`config.mk`:
```
export PLATFORM = sky130hd
export DESIGN_NAME = oae_div
export DESIGN_NICKNAME = d
export VERILOG_FILES = /design/src/hdl/oae_pkg.sv /design/src/hdl/oae_div.sv
export SDC_FILE = /design/constraint.sdc
export NUM_CORES = 1
export LEC_CHECK = 0
export ABC_AREA = 1
export BUFFER_PORTS_ARGS = -buffer_cell sky130_fd_sc_hd__buf_2
export CORE_UTILIZATION = 55
export CTS_CLUSTER_SIZE = 12
export DETAILED_ROUTE_END_ITERATION = 8
export GPL_TIMING_DRIVEN = 1
export PLACE_DENSITY = 0.81
export REMOVE_ABC_BUFFERS = 1
export SKIP_LAST_GASP = 1
export SLEW_MARGIN = 20
export SYNTH_ARGS = -nofsm -noshare
export SYNTH_HDL_FRONTEND = slang
export SYNTH_SLANG_ARGS = --single-unit
```
`constraint.sdc`:
```
create_clock -name clock -period 2.6 [get_ports clock]
set_clock_uncertainty 0.15 [all_clocks]
set_input_delay 0.26 -clock clock [delete_from_list [all_inputs] [get_ports clock]]
set_output_delay 0.26 -clock clock [all_outputs]
set_load 0.02 [all_outputs]
```
`src/hdl/oae_pkg.sv`:
```
// Package for the order-1 adaptive arithmetic encoder.
// Holds field widths, coder constants and the count-memory command type.
// No dependencies; every other file of the block uses it.
package oae_pkg;

   localparam int SYMBOL_W = 9;
   localparam int BYTE_W   = 8;
   localparam int NBITS_W  = 4;
   localparam int COUNT_W  = 14;
   localparam int CODE_W   = 16;
   localparam int SPAN_W   = CODE_W + 1;
   localparam int DIVD_W   = SPAN_W + COUNT_W;
   localparam int DCNT_W   = 5;
   localparam int CTX_MAX_W = 8;
   localparam int IDX_MAX_W = 9;

   localparam logic [COUNT_W-1:0] MAX_SCALE_RST = 14'd16383;
   localparam logic [CODE_W-1:0]  HIGH_RST      = 16'hffff;
   localparam logic [CODE_W-1:0]  QUARTER_MASK  = 16'h3fff;
   localparam logic [CODE_W-1:0]  QUARTER_BIT   = 16'h4000;
   localparam logic [NBITS_W-1:0] FULL_BYTE     = 4'd8;

   // Commands from the sequencer to the count memory.
   typedef struct packed {
      logic [CTX_MAX_W-1:0] ctx;
      logic                 rd_en;
      logic [IDX_MAX_W-1:0] rd_idx;
      logic                 wr_en;
      logic [IDX_MAX_W-1:0] wr_idx;
      logic [COUNT_W-1:0]   wr_data;
      logic                 set_valid;
      logic                 clear_all;
   } cnt_cmd_type;

endpackage

```
`src/hdl/oae_div.sv`:
```
// Iterative restoring divider, one quotient bit per cycle.
// Depends on oae_pkg for operand widths.
module oae_div (
   input  logic                          clock,
   input  logic                          reset,
   input  logic                          start,
   input  logic [oae_pkg::DIVD_W-1:0]    dividend,
   input  logic [oae_pkg::COUNT_W-1:0]   divisor,
   output logic                          done,
   output logic [oae_pkg::DIVD_W-1:0]    quotient
);

   logic [oae_pkg::DIVD_W-1:0]  quo_ff, quo_in;
   logic [oae_pkg::COUNT_W-1:0] rem_ff, rem_in;
   logic [oae_pkg::COUNT_W-1:0] dvs_ff, dvs_in;
   logic [oae_pkg::DCNT_W-1:0]  cnt_ff, cnt_in;
   logic                        busy_ff, busy_in;
   logic                        done_ff, done_in;
   logic [oae_pkg::COUNT_W:0]   trial;
   logic [oae_pkg::COUNT_W:0]   diff;

   // One shift-and-subtract step per cycle while busy.
   always_comb begin
      quo_in  = quo_ff;
      rem_in  = rem_ff;
      dvs_in  = dvs_ff;
      cnt_in  = cnt_ff;
      busy_in = busy_ff;
      done_in = 1'b0;
      trial   = {rem_ff, quo_ff[oae_pkg::DIVD_W-1]};
      diff    = trial - {1'b0, dvs_ff};
      if (start) begin
         quo_in  = dividend;
         rem_in  = '0;
         dvs_in  = divisor;
         cnt_in  = oae_pkg::DCNT_W'(oae_pkg::DIVD_W);
         busy_in = 1'b1;
      end else if (busy_ff) begin
         if (trial >= {1'b0, dvs_ff}) begin
            rem_in = diff[oae_pkg::COUNT_W-1:0];
            quo_in = {quo_ff[oae_pkg::DIVD_W-2:0], 1'b1};
         end else begin
            rem_in = trial[oae_pkg::COUNT_W-1:0];
            quo_in = {quo_ff[oae_pkg::DIVD_W-2:0], 1'b0};
         end
         cnt_in = cnt_ff - 1'b1;
         if (cnt_ff == oae_pkg::DCNT_W'(1)) begin
            busy_in = 1'b0;
            done_in = 1'b1;
         end
      end
   end

   always_ff @(posedge clock) begin
      if (reset) begin
         busy_ff <= 1'b0;
         done_ff <= 1'b0;
         cnt_ff  <= '0;
      end else begin
         busy_ff <= busy_in;
         done_ff <= done_in;
         cnt_ff  <= cnt_in;
      end
      quo_ff <= quo_in;
      rem_ff <= rem_in;
      dvs_ff <= dvs_in;
   end

   assign done     = done_ff;
   assign quotient = quo_ff;

endmodule

```
==> flow_summary.yaml <==
setup_path:
  crit_type: "flip-flop to flip-flop"
  cp-start-kind: "flip-flop"
  cp-end-kind: "flip-flop"
  worstPathMaxFanout: 4
  crit_required_ns: 2.68
  worst_ep_arrival_time_ns: 2.42
global_routing:
  gr-usage-all-layers_pct: 24.1
  grt_max_degree: 39
  grt_pass1_vias: 3049
  grt_pass1_wl_um: 13300
  grt_antenna_before_repair: 0
  gr-total-overflow: 0
run:
  maxCapViolCount: 0
clock_tree:
  root_buffer: "clkbuf_8"
  cts_tree: "done"
  cts_made_buffers: 9
  cts_resized: 0
  clk_path_buf_depth: 2
  insertion_delay_ns: 0.34
  post_cts_buffers: 0
  clk_pin_slew_ns: 0.07
  clock_sink_count: 66
  postCtsHoldBufs: 15
  htree_num_levels: 3
routing:
  first_pass_iters: 6
  drt-total-wl_um: 7670
  wl_per_cell_um: 12.0
  num_vias: 3169
  ant_nets: 0
  viasPerCell: 4.97
  drt-initial-drc-count: 175
  drc_errors: 2
sta:
  finalHoldViolCount: 0
  relSlewSlack_pct: 68.0
  tns_ns: 0
  grt_setup_unrepaired: "false"
  worst_pin_slew_ns: 0.478
  slew_violations: 0
  final.period_utilization_pct: 89.7
  fmax_mhz: 429
  worst_slack_ns: 0.268
  setup_viol: 0
  period_minus_slack_ns: 2.33
place:
  post_dp_cell_area_um2: 4150
  portBuffers: 79
  place_congestion: 0.936
  place_ws_ns: 0.310
  dp_hpwl_um: 5600
yosys:
  synth_compound_area_share_pct: 3.43
  synth_area_um2: 3690
  yosysTopAreaCell: "edfxtp_1"
  synthMuxAreaShare_pct: 0
  synth_top_family_by_area: "simple AND/OR/NAND/NOR gates"
  synth_area_leaders: "edfxtp_1 (37%), nand2_1 (20%), dfxtp_1 (11%), ha_1 (5.8%), inv_1 (5.6%)"
  synth.avg_cell_area_um2: 8.07
  synthSimpleGateAreaFrac_pct: 33.0
  syn_inst: 457
  synth_fa_ha_area_share_pct: 6.31
  synth_seq_area_share_pct: 48.1
  ys_seq_elements: 66
  ys_async_sr_fraction_pct: 0
  ys_types: 38
  yosys.area.top_type_share_pct: 36.7
  synth-xor-area-share_pct: 1.66
  ys_warn_count: 0
  ys.flop_type: "edfxtp_1"
  synth-edff-count: 45
power:
  leakagePower_nw: 2.32
  ir_drop_mv: 0.427
  power.density_nw_per_um2: 585
  power_mw: 2.65
run_status:
  status: "complete, but fails checks"
  violations: "design-rule violations"
finish:
  fillerInstances: 539
  postLayoutCoreUtil_pct: 70.4
  syn_to_final_growth_pct: 22.7
  drive_above_1_share_pct: 22.3
  fin_area_um2: 4520
  diodes: 0
  nNetsFinal: 621
die:
  die_h_um: 83.9
  core_um2: 6420
  dieArea_um2: 7030
  die_x_um: 83.9
  ioPinCount: 80
  initial_core_util_pct: 57.4
  rows: 29
worst_hold_path:
  hold_class: "primary input to flip-flop"
## area by class of cell
type,instances,area (um2),share of cell area [%]
Tap cell,77,96.3,2.13
Sequential cell,66,1770,39.2
Clock inverter,6,90.1,1.99
Inverter,58,218,4.81
Timing Repair Buffer,98,576,12.7
Clock buffer,10,138,3.04
Multi-Input combinational cell,322,1640,36.1
## kinds of logic after synthesis
kind of cell / Yosys count
flops: 66
simple gates: 278
xor+xnor: 7
compound gates: 19
fa+ha+maj: 18
buf+inv: 69
## metrics by stage
stage / hold slack, ns / std cells
finish: 0.0382 / 637
detailed placement: 0.288 / 606
CTS: 0.0150 / 637
global route: 0.0252 / 637
floorplan: 0.179 / 446
global placement: 0.288 / 606
## layout by cell type, fill, tap and decap left out, types with 5 or more instances in the layout
cell type / count
a21oi_1: 8
buf_2: 79
clkbuf_8: 10
dfxtp_1: 21
dlygate4sd3_1: 15
edfxtp_1: 45
ha_1: 17
inv_1: 55
nand2_1: 193
nand2_2: 5
nand3_1: 25
nand4_1: 11
nor2_1: 25
nor2_2: 8
xnor2_1: 5
## metal layers
| layer | wire length, um | GRT usage, % | part of all wire [%] | vias to the layer above |
|---|---|---|---|---|
| met5 | 0 | 0 | 0 | - |
| met4 | 101 | 9.72 | 1.3 | 0 |
| met3 | 493 | 7.12 | 6.4 | 10 |
| met2 | 3550 | 38.7 | 46 | 100 |
| met1 | 3520 | 30.4 | 46 | 1413 |
| li1 | - | - | - | 1646 |
## report_power, final
| group | total [mW] | internal, mW | switching, mW |
|---|---|---|---|
| combinational | 0.421 | 0.156 | 0.265 |
| sequential | 1.26 | 1.22 | 0.0384 |
| clock | 0.969 | 0.567 | 0.401 |
## sequential cells by signal, summed over array words and instances (netlist names)
signal / cells
quotient: 31
dvs_ff: 14
rem_ff: 14
cnt_ff: 5
busy_ff: 1
done: 1
## cells in the mapped netlist (all sizes together) (2+ instances only)
cell type / instances
a21oi: 10
a31oi: 2
and2: 2
buf: 4
clkbuf: 7
dfxtp: 21
edfxtp: 45
ha: 17
inv: 57
nand2: 201
nand3: 26
nand4: 12
nor2: 35
o21ai: 2
xnor2: 5
xor2: 2
## critical path: stages (launching register included)
cell and delay, ns:
edfxtp_1 0.38, inv_1 0.14, ha_1 0.16, inv_1 0.05, fa_1 0.45, nand3_1 0.12
nand3_1 0.20, a21oi_1 0.24, xor2_1 0.17, nand2_1 0.06, nand2_1 0.07, nand2_1 0.04
## worst paths after layout
| kind | slack [ns] | start | cells past startpoint | endpoint |
|---|---|---|---|---|
| max | 0.27 | quotient[30]$_DFFE_PP_ | 11 | rem_ff[8]$_SDFFE_PP0P_ |
| min | 0.04 | dividend[16] | 3 | quotient[16]$_DFFE_PP_ |
| max reg2reg | 0.27 | quotient[30]$_DFFE_PP_ | 11 | rem_ff[8]$_SDFFE_PP0P_ |
| min reg2reg | 0.33 | rem_ff[9]$_SDFFE_PP0P_ | 2 | rem_ff[9]$_SDFFE_PP0P_ |
Power figures use the tool's default switching activity.
